`config.mk`:
```
export PLATFORM = sky130hd
export DESIGN_NAME = cpu_effective_address_sequencer_flat
export DESIGN_NICKNAME = d
export VERILOG_FILES = /design/src/sv/ceas_pkg.sv /design/src/sv/ceas_if.sv /design/src/sv/ceas_step.sv /design/src/sv/cpu_effective_address_sequencer.sv /design/src/flat_wrapper.sv
export SDC_FILE = /design/constraint.sdc
export NUM_CORES = 1
export LEC_CHECK = 0
export BUFFER_PORTS_ARGS = -buffer_cell sky130_fd_sc_hd__buf_2
export CORE_MARGIN = 3
export CORE_UTILIZATION = 55
export CTS_CLUSTER_SIZE = 28
export DETAILED_ROUTE_END_ITERATION = 10
export PLACE_DENSITY = 0.78
export SETUP_SLACK_MARGIN = 0.02
export SYNTH_ARGS = -nofsm -noshare
export SYNTH_HDL_FRONTEND = slang
export SYNTH_SLANG_ARGS = --single-unit
```
`constraint.sdc`:
```
create_clock -name clk -period 3.1 [get_ports clk]
set_input_delay 0.31 -clock clk [delete_from_list [all_inputs] [get_ports clk]]
set_output_delay 0.31 -clock clk [all_outputs]
set_load 0.02 [all_outputs]
```
`src/sv/ceas_pkg.sv`:
```
package ceas_pkg;

  // addressing mode codes
  localparam logic [3:0] MODE_IMP  = 4'd0;
  localparam logic [3:0] MODE_ACC  = 4'd1;
  localparam logic [3:0] MODE_IMM  = 4'd2;
  localparam logic [3:0] MODE_ZP   = 4'd3;
  localparam logic [3:0] MODE_ABS  = 4'd4;
  localparam logic [3:0] MODE_REL  = 4'd5;
  localparam logic [3:0] MODE_IND  = 4'd6;
  localparam logic [3:0] MODE_ZPX  = 4'd7;
  localparam logic [3:0] MODE_ZPY  = 4'd8;
  localparam logic [3:0] MODE_ABSY = 4'd9;
  localparam logic [3:0] MODE_ABSX = 4'd10;
  localparam logic [3:0] MODE_INDX = 4'd11;
  localparam logic [3:0] MODE_INDY = 4'd12;

  // request and result kinds
  localparam logic REQ_START = 1'b0;
  localparam logic REQ_BYTE  = 1'b1;
  localparam logic KIND_READ = 1'b0;
  localparam logic KIND_DONE = 1'b1;

  // step counts within a mode
  localparam logic [2:0] STEP_0 = 3'd0;
  localparam logic [2:0] STEP_1 = 3'd1;
  localparam logic [2:0] STEP_2 = 3'd2;

  localparam logic [15:0] HIGH_BYTE_MASK = 16'hFF00;
  localparam logic [15:0] ZP_MASK        = 16'h00FF;

  typedef struct packed {
    logic        req_type;
    logic [3:0]  mode;
    logic [15:0] operand_pc;
    logic [7:0]  index_x;
    logic [7:0]  index_y;
    logic [7:0]  read_byte;
  } in_word_t;

  typedef struct packed {
    logic        result_kind;
    logic [15:0] read_address;
    logic [15:0] effective_address;
    logic [15:0] next_pc;
    logic        cross_page;
  } out_word_t;

  // sequencer state carried between words
  typedef struct packed {
    logic [3:0]  mode;
    logic        busy;
    logic [2:0]  step;
    logic [15:0] pc;
    logic [7:0]  sx;
    logic [7:0]  sy;
    logic [7:0]  lo;
    logic [15:0] ptr;
    logic        pcf;
  } state_t;

endpackage

```
`src/sv/ceas_if.sv`:
```
interface ceas_in_if;
  logic        valid;
  logic        ready;
  logic        req_type;
  logic [3:0]  mode;
  logic [15:0] operand_pc;
  logic [7:0]  index_x;
  logic [7:0]  index_y;
  logic [7:0]  read_byte;

  modport source (output valid, req_type, mode, operand_pc, index_x, index_y, read_byte,
                  input ready);
  modport sink   (input valid, req_type, mode, operand_pc, index_x, index_y, read_byte,
                  output ready);
endinterface

interface ceas_out_if;
  logic        valid;
  logic        ready;
  logic        result_kind;
  logic [15:0] read_address;
  logic [15:0] effective_address;
  logic [15:0] next_pc;
  logic        cross_page;

  modport source (output valid, result_kind, read_address, effective_address, next_pc,
                  cross_page, input ready);
  modport sink   (input valid, result_kind, read_address, effective_address, next_pc,
                  cross_page, output ready);
endinterface

```
`src/sv/ceas_step.sv`:
```
module ceas_step (
  input  ceas_pkg::state_t    st,
  input  ceas_pkg::in_word_t  word,
  output ceas_pkg::state_t    st_nxt,
  output logic                emit,
  output ceas_pkg::out_word_t res
);

  logic [7:0]  b;
  logic [15:0] pc_inc;
  logic [15:0] rel_off;
  logic [15:0] full_addr;
  logic [7:0]  idx;
  logic [15:0] idx_sum;
  logic        idx_cross;
  logic [7:0]  zpx_addr;
  logic [7:0]  zpy_addr;
  logic [7:0]  ptr_lo_inc;
  logic [7:0]  indx_ptr;

  assign b          = word.read_byte;
  assign pc_inc     = st.pc + 16'd1;
  assign rel_off    = {{8{b[7]}}, b};
  assign full_addr  = {b, st.lo};
  assign idx        = (st.mode == ceas_pkg::MODE_ABSX) ? st.sx : st.sy;
  assign idx_sum    = full_addr + {8'h00, idx};
  assign idx_cross  = (full_addr & ceas_pkg::HIGH_BYTE_MASK) !=
                      (idx_sum & ceas_pkg::HIGH_BYTE_MASK);
  assign zpx_addr   = b + st.sx;
  assign zpy_addr   = b + st.sy;
  assign ptr_lo_inc = st.ptr[7:0] + 8'd1;
  assign indx_ptr   = b + st.sx;

  always_comb begin
    st_nxt                = st;
    emit                  = 1'b0;
    res.result_kind       = ceas_pkg::KIND_READ;
    res.read_address      = 16'h0000;
    res.effective_address = 16'h0000;
    res.next_pc           = 16'h0000;
    res.cross_page        = st.pcf;

    if (word.req_type == ceas_pkg::REQ_START) begin
      st_nxt.mode = word.mode;
      st_nxt.pc   = word.operand_pc;
      st_nxt.sx   = word.index_x;
      st_nxt.sy   = word.index_y;
      st_nxt.step = ceas_pkg::STEP_0;
      st_nxt.busy = 1'b0;
      emit        = 1'b1;
      if (word.mode == ceas_pkg::MODE_IMM) begin
        res.result_kind       = ceas_pkg::KIND_DONE;
        res.effective_address = word.operand_pc;
        res.next_pc           = word.operand_pc + 16'd1;
      end else if (!(word.mode inside {[ceas_pkg::MODE_IMM : ceas_pkg::MODE_INDY]})) begin
        res.result_kind = ceas_pkg::KIND_DONE;
        res.next_pc     = word.operand_pc;
      end else begin
        // fetch first operand byte
        st_nxt.busy      = 1'b1;
        st_nxt.pc        = word.operand_pc + 16'd1;
        res.read_address = word.operand_pc;
      end
    end else if (st.busy) begin
      emit        = 1'b1;
      st_nxt.step = st.step + 3'd1;
      // completion defaults; read paths override below
      res.result_kind = ceas_pkg::KIND_DONE;
      res.next_pc     = st.pc;
      case (st.mode)
        ceas_pkg::MODE_ZP: begin
          res.effective_address = {8'h00, b};
        end
        ceas_pkg::MODE_REL: begin
          res.effective_address = st.pc + rel_off;
        end
        ceas_pkg::MODE_ZPX: begin
          res.effective_address = {8'h00, zpx_addr};
        end
        ceas_pkg::MODE_ZPY: begin
          res.effective_address = {8'h00, zpy_addr};
        end
        ceas_pkg::MODE_ABS, ceas_pkg::MODE_ABSX, ceas_pkg::MODE_ABSY: begin
          if (st.step == ceas_pkg::STEP_0) begin
            st_nxt.lo        = b;
            st_nxt.pc        = pc_inc;
            res.result_kind  = ceas_pkg::KIND_READ;
            res.read_address = st.pc;
            res.next_pc      = 16'h0000;
          end else if (st.mode == ceas_pkg::MODE_ABS) begin
            res.effective_address = full_addr;
          end else begin
            st_nxt.pcf            = idx_cross;
            res.cross_page        = idx_cross;
            res.effective_address = idx_sum;
          end
        end
        ceas_pkg::MODE_IND: begin
          if (st.step == ceas_pkg::STEP_0) begin
            st_nxt.lo        = b;
            st_nxt.pc        = pc_inc;
            res.result_kind  = ceas_pkg::KIND_READ;
            res.read_address = st.pc;
            res.next_pc      = 16'h0000;
          end else if (st.step == ceas_pkg::STEP_1) begin
            st_nxt.ptr       = full_addr;
            res.result_kind  = ceas_pkg::KIND_READ;
            res.read_address = full_addr;
            res.next_pc      = 16'h0000;
          end else if (st.step == ceas_pkg::STEP_2) begin
            // high byte pointer stays inside the same page
            st_nxt.lo        = b;
            res.result_kind  = ceas_pkg::KIND_READ;
            res.read_address = {st.ptr[15:8], ptr_lo_inc};
            res.next_pc      = 16'h0000;
          end else begin
            res.effective_address = full_addr;
          end
        end
        ceas_pkg::MODE_INDX, ceas_pkg::MODE_INDY: begin
          if (st.step == ceas_pkg::STEP_0) begin
            if (st.mode == ceas_pkg::MODE_INDX) begin
              st_nxt.ptr       = {8'h00, indx_ptr};
              res.read_address = {8'h00, indx_ptr};
            end else begin
              st_nxt.ptr       = {8'h00, b};
              res.read_address = {8'h00, b};
            end
            res.result_kind = ceas_pkg::KIND_READ;
            res.next_pc     = 16'h0000;
          end else if (st.step == ceas_pkg::STEP_1) begin
            st_nxt.lo        = b;
            res.result_kind  = ceas_pkg::KIND_READ;
            res.read_address = {8'h00, ptr_lo_inc} & ceas_pkg::ZP_MASK;
            res.next_pc      = 16'h0000;
          end else if (st.mode == ceas_pkg::MODE_INDX) begin
            res.effective_address = full_addr;
          end else begin
            st_nxt.pcf            = idx_cross;
            res.cross_page        = idx_cross;
            res.effective_address = idx_sum;
          end
        end
        default: begin
          res.effective_address = 16'h0000;
        end
      endcase
      if (res.result_kind == ceas_pkg::KIND_DONE) begin
        st_nxt.busy = 1'b0;
        st_nxt.step = ceas_pkg::STEP_0;
      end
    end
  end

endmodule

```
`src/sv/cpu_effective_address_sequencer.sv`:
```
// effective-address sequencer for the classic 8-bit cpu addressing modes
// in_ch: a start word (req_type 0) brings mode, operand pc, x and y; each
// later word (req_type 1) returns the byte for the last read request
// out_ch: every start word and every byte word taken while a calculation is
// running yields one result word: either a read request (result_kind 0) or
// the finished effective address with next pc and page-cross flag
// a byte word that arrives with no calculation running yields nothing
// a word taken from in_ch is held in the input register and evaluated
// from there; its result is loaded into the output register once that
// register is free or being emptied, and then appears on out_ch
// throughput: one word per cycle while out_ch is taken; both registers
// hold one word each, so in_ch accepts one more while a result waits
// stall: if out_ch is not taken the result holds, the input register fills
// and in_ch.ready drops until the receiver takes the pending result
// reset (rst_n low, synchronous): both registers empty, sequencer state and
// page-cross flag cleared to zero
module cpu_effective_address_sequencer (
  input logic               clk,
  input logic               rst_n,
  ceas_in_if.sink           in_ch,
  ceas_out_if.source        out_ch
);

  // input register
  logic                s1_valid_r;
  logic                s1_valid_nxt;
  ceas_pkg::in_word_t  s1_word_r;
  ceas_pkg::in_word_t  in_word;

  // sequencer state
  ceas_pkg::state_t    st_r;
  ceas_pkg::state_t    st_nxt;

  // output register
  logic                out_valid_r;
  logic                out_valid_nxt;
  ceas_pkg::out_word_t out_word_r;

  // evaluation of the word in the input register
  ceas_pkg::state_t    step_st;
  logic                step_emit;
  ceas_pkg::out_word_t step_res;

  logic                s1_go;
  logic                in_take;

  assign in_word.req_type   = in_ch.req_type;
  assign in_word.mode       = in_ch.mode;
  assign in_word.operand_pc = in_ch.operand_pc;
  assign in_word.index_x    = in_ch.index_x;
  assign in_word.index_y    = in_ch.index_y;
  assign in_word.read_byte  = in_ch.read_byte;

  ceas_step u_step (
    .st     (st_r),
    .word   (s1_word_r),
    .st_nxt (step_st),
    .emit   (step_emit),
    .res    (step_res)
  );

  // the held word moves on once the output slot is free or being emptied
  assign s1_go   = s1_valid_r && (!out_valid_r || out_ch.ready);
  assign in_take = in_ch.valid && in_ch.ready;

  assign in_ch.ready = !s1_valid_r || s1_go;

  always_comb begin
    s1_valid_nxt = s1_valid_r;
    if (in_take) begin
      s1_valid_nxt = 1'b1;
    end else if (s1_go) begin
      s1_valid_nxt = 1'b0;
    end
  end

  always_comb begin
    out_valid_nxt = out_valid_r;
    if (s1_go) begin
      out_valid_nxt = step_emit;
    end else if (out_ch.ready) begin
      out_valid_nxt = 1'b0;
    end
  end

  assign st_nxt = s1_go ? step_st : st_r;

  always_ff @(posedge clk) begin
    if (!rst_n) begin
      s1_valid_r  <= 1'b0;
      out_valid_r <= 1'b0;
      st_r        <= '0;
    end else begin
      s1_valid_r  <= s1_valid_nxt;
      out_valid_r <= out_valid_nxt;
      st_r        <= st_nxt;
    end
  end

  // payload registers
  always_ff @(posedge clk) begin
    if (in_take) begin
      s1_word_r <= in_word;
    end
    if (s1_go && step_emit) begin
      out_word_r <= step_res;
    end
  end

  assign out_ch.valid             = out_valid_r;
  assign out_ch.result_kind       = out_word_r.result_kind;
  assign out_ch.read_address      = out_word_r.read_address;
  assign out_ch.effective_address = out_word_r.effective_address;
  assign out_ch.next_pc           = out_word_r.next_pc;
  assign out_ch.cross_page        = out_word_r.cross_page;

endmodule
```
`src/flat_wrapper.sv`:
```
// flat-port wrapper written by rule: the top's interface ports become plain ports
module cpu_effective_address_sequencer_flat 
  (clk, rst_n, in_ch_valid, in_ch_req_type, in_ch_mode, in_ch_operand_pc, in_ch_index_x, in_ch_index_y, in_ch_read_byte, in_ch_ready, out_ch_valid, out_ch_result_kind, out_ch_read_address, out_ch_effective_address, out_ch_next_pc, out_ch_cross_page, out_ch_ready);
  ceas_in_if in_ch_i ();
  ceas_out_if out_ch_i ();
  input logic clk;
  input logic rst_n;
  input wire logic [$bits(in_ch_i.valid)-1:0] in_ch_valid;
  input wire logic [$bits(in_ch_i.req_type)-1:0] in_ch_req_type;
  input wire logic [$bits(in_ch_i.mode)-1:0] in_ch_mode;
  input wire logic [$bits(in_ch_i.operand_pc)-1:0] in_ch_operand_pc;
  input wire logic [$bits(in_ch_i.index_x)-1:0] in_ch_index_x;
  input wire logic [$bits(in_ch_i.index_y)-1:0] in_ch_index_y;
  input wire logic [$bits(in_ch_i.read_byte)-1:0] in_ch_read_byte;
  output wire logic [$bits(in_ch_i.ready)-1:0] in_ch_ready;
  output wire logic [$bits(out_ch_i.valid)-1:0] out_ch_valid;
  output wire logic [$bits(out_ch_i.result_kind)-1:0] out_ch_result_kind;
  output wire logic [$bits(out_ch_i.read_address)-1:0] out_ch_read_address;
  output wire logic [$bits(out_ch_i.effective_address)-1:0] out_ch_effective_address;
  output wire logic [$bits(out_ch_i.next_pc)-1:0] out_ch_next_pc;
  output wire logic [$bits(out_ch_i.cross_page)-1:0] out_ch_cross_page;
  input wire logic [$bits(out_ch_i.ready)-1:0] out_ch_ready;
  assign in_ch_i.valid = in_ch_valid;
  assign in_ch_i.req_type = in_ch_req_type;
  assign in_ch_i.mode = in_ch_mode;
  assign in_ch_i.operand_pc = in_ch_operand_pc;
  assign in_ch_i.index_x = in_ch_index_x;
  assign in_ch_i.index_y = in_ch_index_y;
  assign in_ch_i.read_byte = in_ch_read_byte;
  assign in_ch_ready = in_ch_i.ready;
  assign out_ch_valid = out_ch_i.valid;
  assign out_ch_result_kind = out_ch_i.result_kind;
  assign out_ch_read_address = out_ch_i.read_address;
  assign out_ch_effective_address = out_ch_i.effective_address;
  assign out_ch_next_pc = out_ch_i.next_pc;
  assign out_ch_cross_page = out_ch_i.cross_page;
  assign out_ch_i.ready = out_ch_ready;
  cpu_effective_address_sequencer u_core (.clk(clk), .rst_n(rst_n), .in_ch(in_ch_i), .out_ch(out_ch_i));
endmodule
```
**Yosys cells after proc, flatten, opt, wreduce, memory -nomap -nowiden**

Cells that the tools add are included.

- Register bits: 162
- Bits of input ports: 49
- Output and inout bits: 52
- Word-level logic and storage cells: 149

- Add/sub/neg operators: 8
- Magnitude comparators: 2
- Equal/unequal tests: 25
- Multiplexer cells: 69
- Bitwise logic cells: 1
- Reduce and logical (&&, ||, !) cells: 22

Operator list:

| cell | count |
|---|---|
| two-way mux 16 bit | 26 |
| two-way mux 17 bit | 8 |
| one-hot mux 16 bit (7 select lines) | 1 |
| two-way mux 8 bit | 8 |
| one-hot mux 17 bit (3 select lines) | 1 |
| two-way mux 50 bit | 1 |
| two-way mux 49 bit | 1 |
| one-hot mux 16 bit (3 select lines) | 1 |
| two-way mux 20 bit | 2 |
| adder 16 x 1 -> 16 bit, second input constant | 2 |
| one-hot mux 16 bit (2 select lines) | 1 |
| one-hot mux 8 bit (3 select lines) | 1 |
| == test 4 bit, second input constant | 5 |
| != test 2 bit, second input constant | 9 |
| adder 16 bit | 1 |
| adder 16 x 8 -> 16 bit | 1 |
| adder 8 bit | 2 |
| == test 4 x 3 -> 1 bit, second input constant | 4 |
| two-way mux 1 bit | 16 |
| AND reduction 9 bit | 1 |
| adder 8 x 1 -> 8 bit, second input constant | 1 |
| == test 4 x 2 -> 1 bit, second input constant | 2 |
| != test 8 bit | 1 |
| AND reduction 7 bit | 1 |
| other kinds (21) | 30 |

**Depth between registers and ports, before layout**

Gate-level depths: netlist of the first run.

- Depth after elaboration: 10
- Depth in mapped cells: 13
- Mapped depth without buffers: 12

**Hierarchy**

A second synthesis of the first run with hierarchy kept.

- Cells, all modules: 1330
- Area total of the unflattened synthesis: 11736.3 sq um

By module, submodules not included:

| module | times used | cells each | area each (sq um) | sequential area each (sq um) |
|---|---|---|---|---|
| ceas_step | 1 | 941 | 6173.4 | 0.0 |
| cpu_effective_address_sequencer | 1 | 389 | 5562.8 | 4194.0 |

**Worst setup path before layout of the first run**

OpenSTA, ideal clock, no wires.

- Path kind: register to register
- Start: register u_core.st_r[61] in the netlist's numbering
- End: register u_core.out_word_r, in the netlist u_core.out_ch.effective_address[9], data pin
- Setup time: 0.269 ns
- Arrival time: 3.095 ns
- Required time: 2.831 ns
- Path slack: -0.264 ns
- Stages on the path, launching flop included: 13
- Buffers on the path: 2
- Clock period less this slack: 3.364 ns
- Cells stage by stage: dfxtp_1 -> buf_2 -> buf_2 -> nor3_2 -> mux2_2 -> ha_1 -> a211oi_1 -> o21ai_0 -> a221o_1 -> and2_1 -> nor3b_1 -> a221oi_1 -> o21ai_0

RTL lines:

| item | RTL line | source |
|---|---|---|
| start, declared | cpu_effective_address_sequencer.sv:31 | `ceas_pkg::state_t st_r;` |
| start signal, assigned | cpu_effective_address_sequencer.sv:96 | `st_r <= st_nxt;` |
| end signal, assigned | cpu_effective_address_sequencer.sv:106 | `out_word_r <= step_res;` |
| end, declared | cpu_effective_address_sequencer.sv:37 | `ceas_pkg::out_word_t out_word_r;` |

==> metrics.cfg, run 1 <==
[run_status]
status=completed

[routing]
finalWirelength_um=35000
drc=0
ant_nets=0
viasPerCell=6.59
wl_per_cell_um=22.8
vias=10100
drt_iter0_drc=1587
drt_first_pass_iters=6

[grt]
track_usage=0.337
grt_pass1_vias=9070
antenna_found_initial=0
grt_max_degree=46
grt_pass1_wl_um=52400
overflow=0

[floorplanning]
coreArea_um2=18300
initial_utilization=0.570
dieWidth_um=144
dieArea_um2=20700
die_h_um=144
fp-row-count=49
ios=101

[logic_synthesis]
seq_area_frac_synth=0.401
synth_most_common_cell=nand2_1
synth_top_area_frac=0.273
synth-compound-area-share=0.226
muxShareOfSynthArea=0.0314
synthArstFlopShare=0
synth_adder_area_share=0.0661
yosys.area.top_type=edfxtp_1
synth_xor_area_frac=0.0460
avgSynthCellArea_um2=8.98
synth_edf_count=95
syn_area_um2=10500
synth_flop_cell=edfxtp_1
synthTopCellsByArea=edfxtp_1 (27%), dfxtp_1 (13%), ha_1 (5.7%)
synth_cells=1164
synth_seq_cells=162
synth_top_family_by_area=compound AO/OA/AOI/OAI gates
yosys.area_share.simple=0.192
yosysWarnings=0
synthTopCellsByCount=nand2_1 (157), a21oi_1 (96), edfxtp_1 (95)
synthesis.nets=1265
yosys.cell_types.count=85

[timing]
period_needed_ps=3070
fin_skew_ps=15.0
worst_pin_slew_ps=1110
grt_setup_unrepaired=true
holdWs_ps=34.2
slew_headroom=0.256
fmax_mhz=325
finalCritPeriodShare=0.992
drv_slew=0
finalSetupViolCount=0
fin_setup_tns_ps=0
hold_viol=0

[worst_hold_path]
worstHoldPathType=input pin to register

[placement]
dpl_cell_area_um2=11600
numPortBuffers=100
dp_hpwl_um=25900
place.gp.congestion=1.03
dp_cells=1500

[critical_path]
critPathLaunchType=register
cp-end-kind=register
r2r_slack_ps=30
crit_type=register to register
critPathArrivalTime_ps=3260
critPathRequiredTime_ps=3290
crit_fanout=6

[power]
vdd_ir_drop_max_v=0.000409
p_total_mw=5.20
leakage_nw=4.75
p_per_area_nw_per_um2=422

[final_layout]
fin_cells=1535
drive_above_1_share=0.217
final_nets=1394
diodes=0
final_area_um2=12300
area_delta_synth_final_pct=17.8

[cts]
cts.htree.levels=4
root_buffer=clkbuf_16
ctsHoldBuffers=0
clk_pin_slew_worst_paths_ps=70
worst_skew_pair.late_latency_ps=450
clk_path_buf_depth=2
cts_tree=yes
cts_made_buffers=17
clock_sinks=162

[job]
max_cap_violations=0

[metrics by stage]
step / utilization / worst slack [ps]
finish: 0.672 / 25.7
CTS: 0.664 / 24.3
floorplan: - / 0.637
global route: 0.672 / -44.2
global placement: 0.633 / -59.7
detailed placement: 0.633 / -157
[layout make-up]
cell class / count / area, um^2
fillers: 1446 / 6020
clock inverters: 13 / 125
inverters: 15 / 56.3
clock buffers: 19 / 433
flip-flops and latches: 162 / 4200
multi-input cells: 910 / 6030
well taps: 229 / 287
repair buffers: 187 / 1180
[power by group]
part           switching (mW)  internal, mW  leakage (nW)
Combinational           0.436         0.244          3.06
Clock                   0.943          1.12         0.266
Sequential             0.0860          2.37          1.42
[state kept, by name, indices dropped and copies added, names as in the netlist]
name and cells:
u_core.out_ch.result_kind 1, u_core.out_ch.read_address 16, u_core.out_ch.next_pc 16, u_core.out_ch.valid 1, u_core.out_ch.effective_address 16, u_core.s1_valid_r 1
u_core.st_r 65, u_core.out_ch.cross_page 1, u_core.s1_word_r 45
[cells by family (layout without fill, tap and decap cells)]
| logic type | Yosys count | count (layout) |
|---|---|---|
| AOI/OAI and AO/OA | 350 | 350 |
| xor gates and xnor gates | 54 | 54 |
| adders and majority gates | 53 | 53 |
| buffers and inverters | 92 | 234 |
| DFF | 162 | 162 |
| muxes | 31 | 31 |
| and+or+nand+nor | 422 | 422 |
[critical path, cell delays in order, from the launching register on]
cell and delay [ps]:
dfxtp_2 320, nand2b_4 150, nor3_4 200, buf_12 150
buf_6 110, mux2_4 310, ha_4 210, o211ai_1 210
o21ai_2 120, a221o_1 380, and2_4 190, nor3b_4 150
a221oi_2 210, o21ai_1 110
[cell usage in the layout (no fill, tap or decap), drive strengths merged, types with 11 or more instances in the layout]
| cell | instances |
|---|---|
| buf | 187 |
| nand2 | 157 |
| a21oi | 97 |
| edfxtp | 95 |
| nor2 | 94 |
| o21ai | 70 |
| dfxtp | 67 |
| ha | 48 |
| nand3 | 45 |
| nor3 | 36 |
| xnor2 | 29 |
| xor2 | 25 |
| inv | 21 |
| clkbuf | 19 |
| o221ai | 18 |
| nand2b | 18 |
| mux2i | 17 |
| a22o | 15 |
| o22ai | 14 |
| o211ai | 14 |
| mux2 | 14 |
| a221oi | 14 |
| a22oi | 13 |
| a21o | 13 |
| nand4 | 13 |
| a211oi | 12 |
| o21a | 11 |
[metal layers]
| layer | wire (um) | vias to the layer above | GRT usage |
|---|---|---|---|
| li1 | - | 4603 | - |
| met3 | 4210 | 148 | 0.0825 |
| met1 | 13500 | 4687 | 0.454 |
| met2 | 15500 | 681 | 0.510 |
| met5 | 0 | - | 0 |
| met4 | 1750 | 0 | 0.160 |
[worst paths after layout]
kind / from / end / cells after the start
worst max-delay path: u_core.st_r[63]$_SDFFE_PN0P_ / u_core.out_ch.effective_address[9]$_DFFE_PP_ / 13
worst min-delay path: in_ch_operand_pc[10] / u_core.s1_word_r[34]$_DFFE_PP_ / 1
worst max register to register: u_core.st_r[63]$_SDFFE_PN0P_ / u_core.out_ch.effective_address[9]$_DFFE_PP_ / 13
worst min register to register: u_core.st_r[16]$_SDFFE_PN0P_ / u_core.st_r[16]$_SDFFE_PN0P_ / 2
[repair_timing]
| item | 4_1_cts | 5_1_grt |
|---|---|---|
| resized for setup | 6 | 22 |
| pin swaps | 2 | 8 |
| buffers inserted | 0 | 3 |
| endpoints found under the setup margin | 11 | 12 |
(Power assumes the default switching activity.)
==> run 2: changes to the inputs <==
Settings changed: CORE_ASPECT_RATIO from default to 0.5.
==> run 2 against run 1 <==
Setup slack improved by 1.4 ps. Via count up 2.1%. Critical path depth shrank 1. Clock power hardly changed. First-iteration DRC count fell by 23%. Largest cell class unchanged.
==> metrics.cfg, run 2 (synthesis results as in run 1) <==
[run_status]
status=completed

[final_layout]
mostFrequentLayoutCells=nand2_1 (157), buf_2 (100), edfxtp_1 (95), a21oi_1 (94), nor2_1 (90)
fin_cells=1549
area_delta_synth_final_pct=17.1
final_common_cell=nand2_1
final_nets=1385
top_regs=u_core.st_r (65), u_core.s1_word_r (45)
largest_reg_flops=65
diodes=0
drive_above_1_share=0.207
final_core_util=0.680
regMostFlops=u_core.st_r

[critical_path]
cp_num_buf_inv=1
cp-end-kind=register
critPathLaunchType=register
crit_type=register to register
path_delay_family=compound AO/OA/AOI/OAI gates
cp_slowest_cell=a221o_1
critPathArrivalTime_ps=3260
crit_chain=nand2b_4, nor3_4, buf_6, mux2_4, ha_4, o211ai_1, o21ai_2, a221o_1, and2_4, nor3b_1, a221oi_1, o21ai_1
critPathRequiredTime_ps=3290
crit_fanout=6
critPathMaxStageDelay_ps=420

[placement]
numPortBuffers=100
dp_hpwl_um=27800
place.gp.congestion=1.01
dp_cells=1516

[timing]
period_needed_ps=3070
slew_headroom=0.181
grt_setup_unrepaired=true
drv_slew=0
worst_pin_slew_ps=1220
fmax_mhz=325
fin_setup_tns_ps=0
hold_viol=0
finalSetupViolCount=0
finalCritPeriodShare=0.991
fin_skew_ps=13.2

[cts]
root_buffer=clkbuf_16
clock_sinks=162
ctsHoldBuffers=0
clk_path_buf_depth=2
cts.htree.levels=4
clk_pin_slew_worst_paths_ps=70
cts_made_buffers=17
cts_tree=yes
worst_skew_pair.late_latency_ps=450

[routing]
wl_per_cell_um=24.6
drt_iter0_drc=1223
viasPerCell=6.67
drc=0
vias=10300
ant_nets=0
drt_first_pass_iters=6
finalWirelength_um=38100

[floorplanning]
ios=101
fp-row-count=34
initial_utilization=0.581
dieArea_um2=20800
dieWidth_um=201
coreArea_um2=18000
die_h_um=103

[power]
p_seq_frac=0.471
leakage_nw=4.70
swShare=0.291
p_per_area_nw_per_um2=427
p_total_mw=5.23
power_frac_comb=0.133
p_sw_mw=1.52
vdd_ir_drop_max_v=0.000390
internal_power_mw=3.71
power_frac_clock=0.397

[grt]
overflow=0
antenna_found_initial=0
grt_pass1_wl_um=57100
grt_max_degree=49
track_usage=0.365
grt_pass1_vias=9898

[worst_hold_path]
worstHoldPathType=input pin to register

[job]
max_cap_violations=0

run 2: cell count changes in the layout (fill, tap and decap cells not counted), moves of 2 or more:
cell        delta
buf_4          -9
a21oi_1        +4
a21oi_2        -4
a221oi_1       +3
a221oi_2       -3
clkbuf_1       -2
clkinv_4       +2
clkinvlp_4     -2
inv_6          +2
run 2: path summary, 6_finish.rpt:
check                                                   from                                      endpoint  slack, ps  cells after the start
worst max register to register  u_core.st_r[63]$_SDFFE_PN0P_  u_core.out_ch.effective_address[9]$_DFFE_PP_         30                     12
worst max-delay path            u_core.st_r[63]$_SDFFE_PN0P_  u_core.out_ch.effective_address[9]$_DFFE_PP_         30                     12
worst min-delay path                          in_ch_req_type                u_core.s1_word_r[44]$_DFFE_PP_         30                      1
worst min register to register  u_core.st_r[14]$_SDFFE_PN0P_                  u_core.st_r[14]$_SDFFE_PN0P_        460                      2
run 2: power groups by stage:
stage          Combinational (mW)  Clock, mW  Sequential, mW
6_report                    0.695       2.07            2.46
5_1_grt                     0.740       2.18            2.46
4_1_cts                     0.670       2.08            2.45
3_5_place_dp                0.663          0            2.50
3_3_place_gp                0.653          0            2.50
2_1_floorplan               0.392          0            2.49
run 2: stage by stage:
stage	instance area [um^2]	setup WS [ps]	hold slack [ps]
floorplan	10500	0.637	409
global route	12200	-28.3	18.1
detailed placement	11600	-85.5	445
finish	12200	27.1	32.9
global placement	11600	-5.22	438
CTS	12200	27.7	19.7
run 2: area by class of cell:
class                           instances  area (um^2)
Clock buffer                           18          450
Tap cell                              252          315
Clock inverter                         14          115
Multi-Input combinational cell        910         5990
Sequential cell                       162         4200
Fill cell                            1455         5760
Timing Repair Buffer                  178         1110
Inverter                               15         56.3
run 2: what timing repair did:
action,in CTS,in global routing
cloned,0,0
pin swaps,2,7
setup buffers,0,1
endpoints found under the setup margin,8,14
resized for setup,2,16
run 2: layer usage:
| metal | GRT usage | vias up | share of wire |
|---|---|---|---|
| met3 | 0.104 | 151 | 0.14 |
| li1 | - | 4588 | - |
| met2 | 0.556 | 732 | 0.42 |
| met4 | 0.166 | 0 | 0.045 |
| met5 | 0 | - | 0 |
| met1 | 0.489 | 4862 | 0.40 |
run 2: worst reg2reg max path: stages, from the launching register on:
cell      delay, ps
dfxtp_2         320
nand2b_4        150
nor3_4          230
buf_6           170
mux2_4          310
ha_4            220
o211ai_1        200
o21ai_2         110
a221o_1         420
and2_4          200
nor3b_1         140
a221oi_1        220
o21ai_1         120
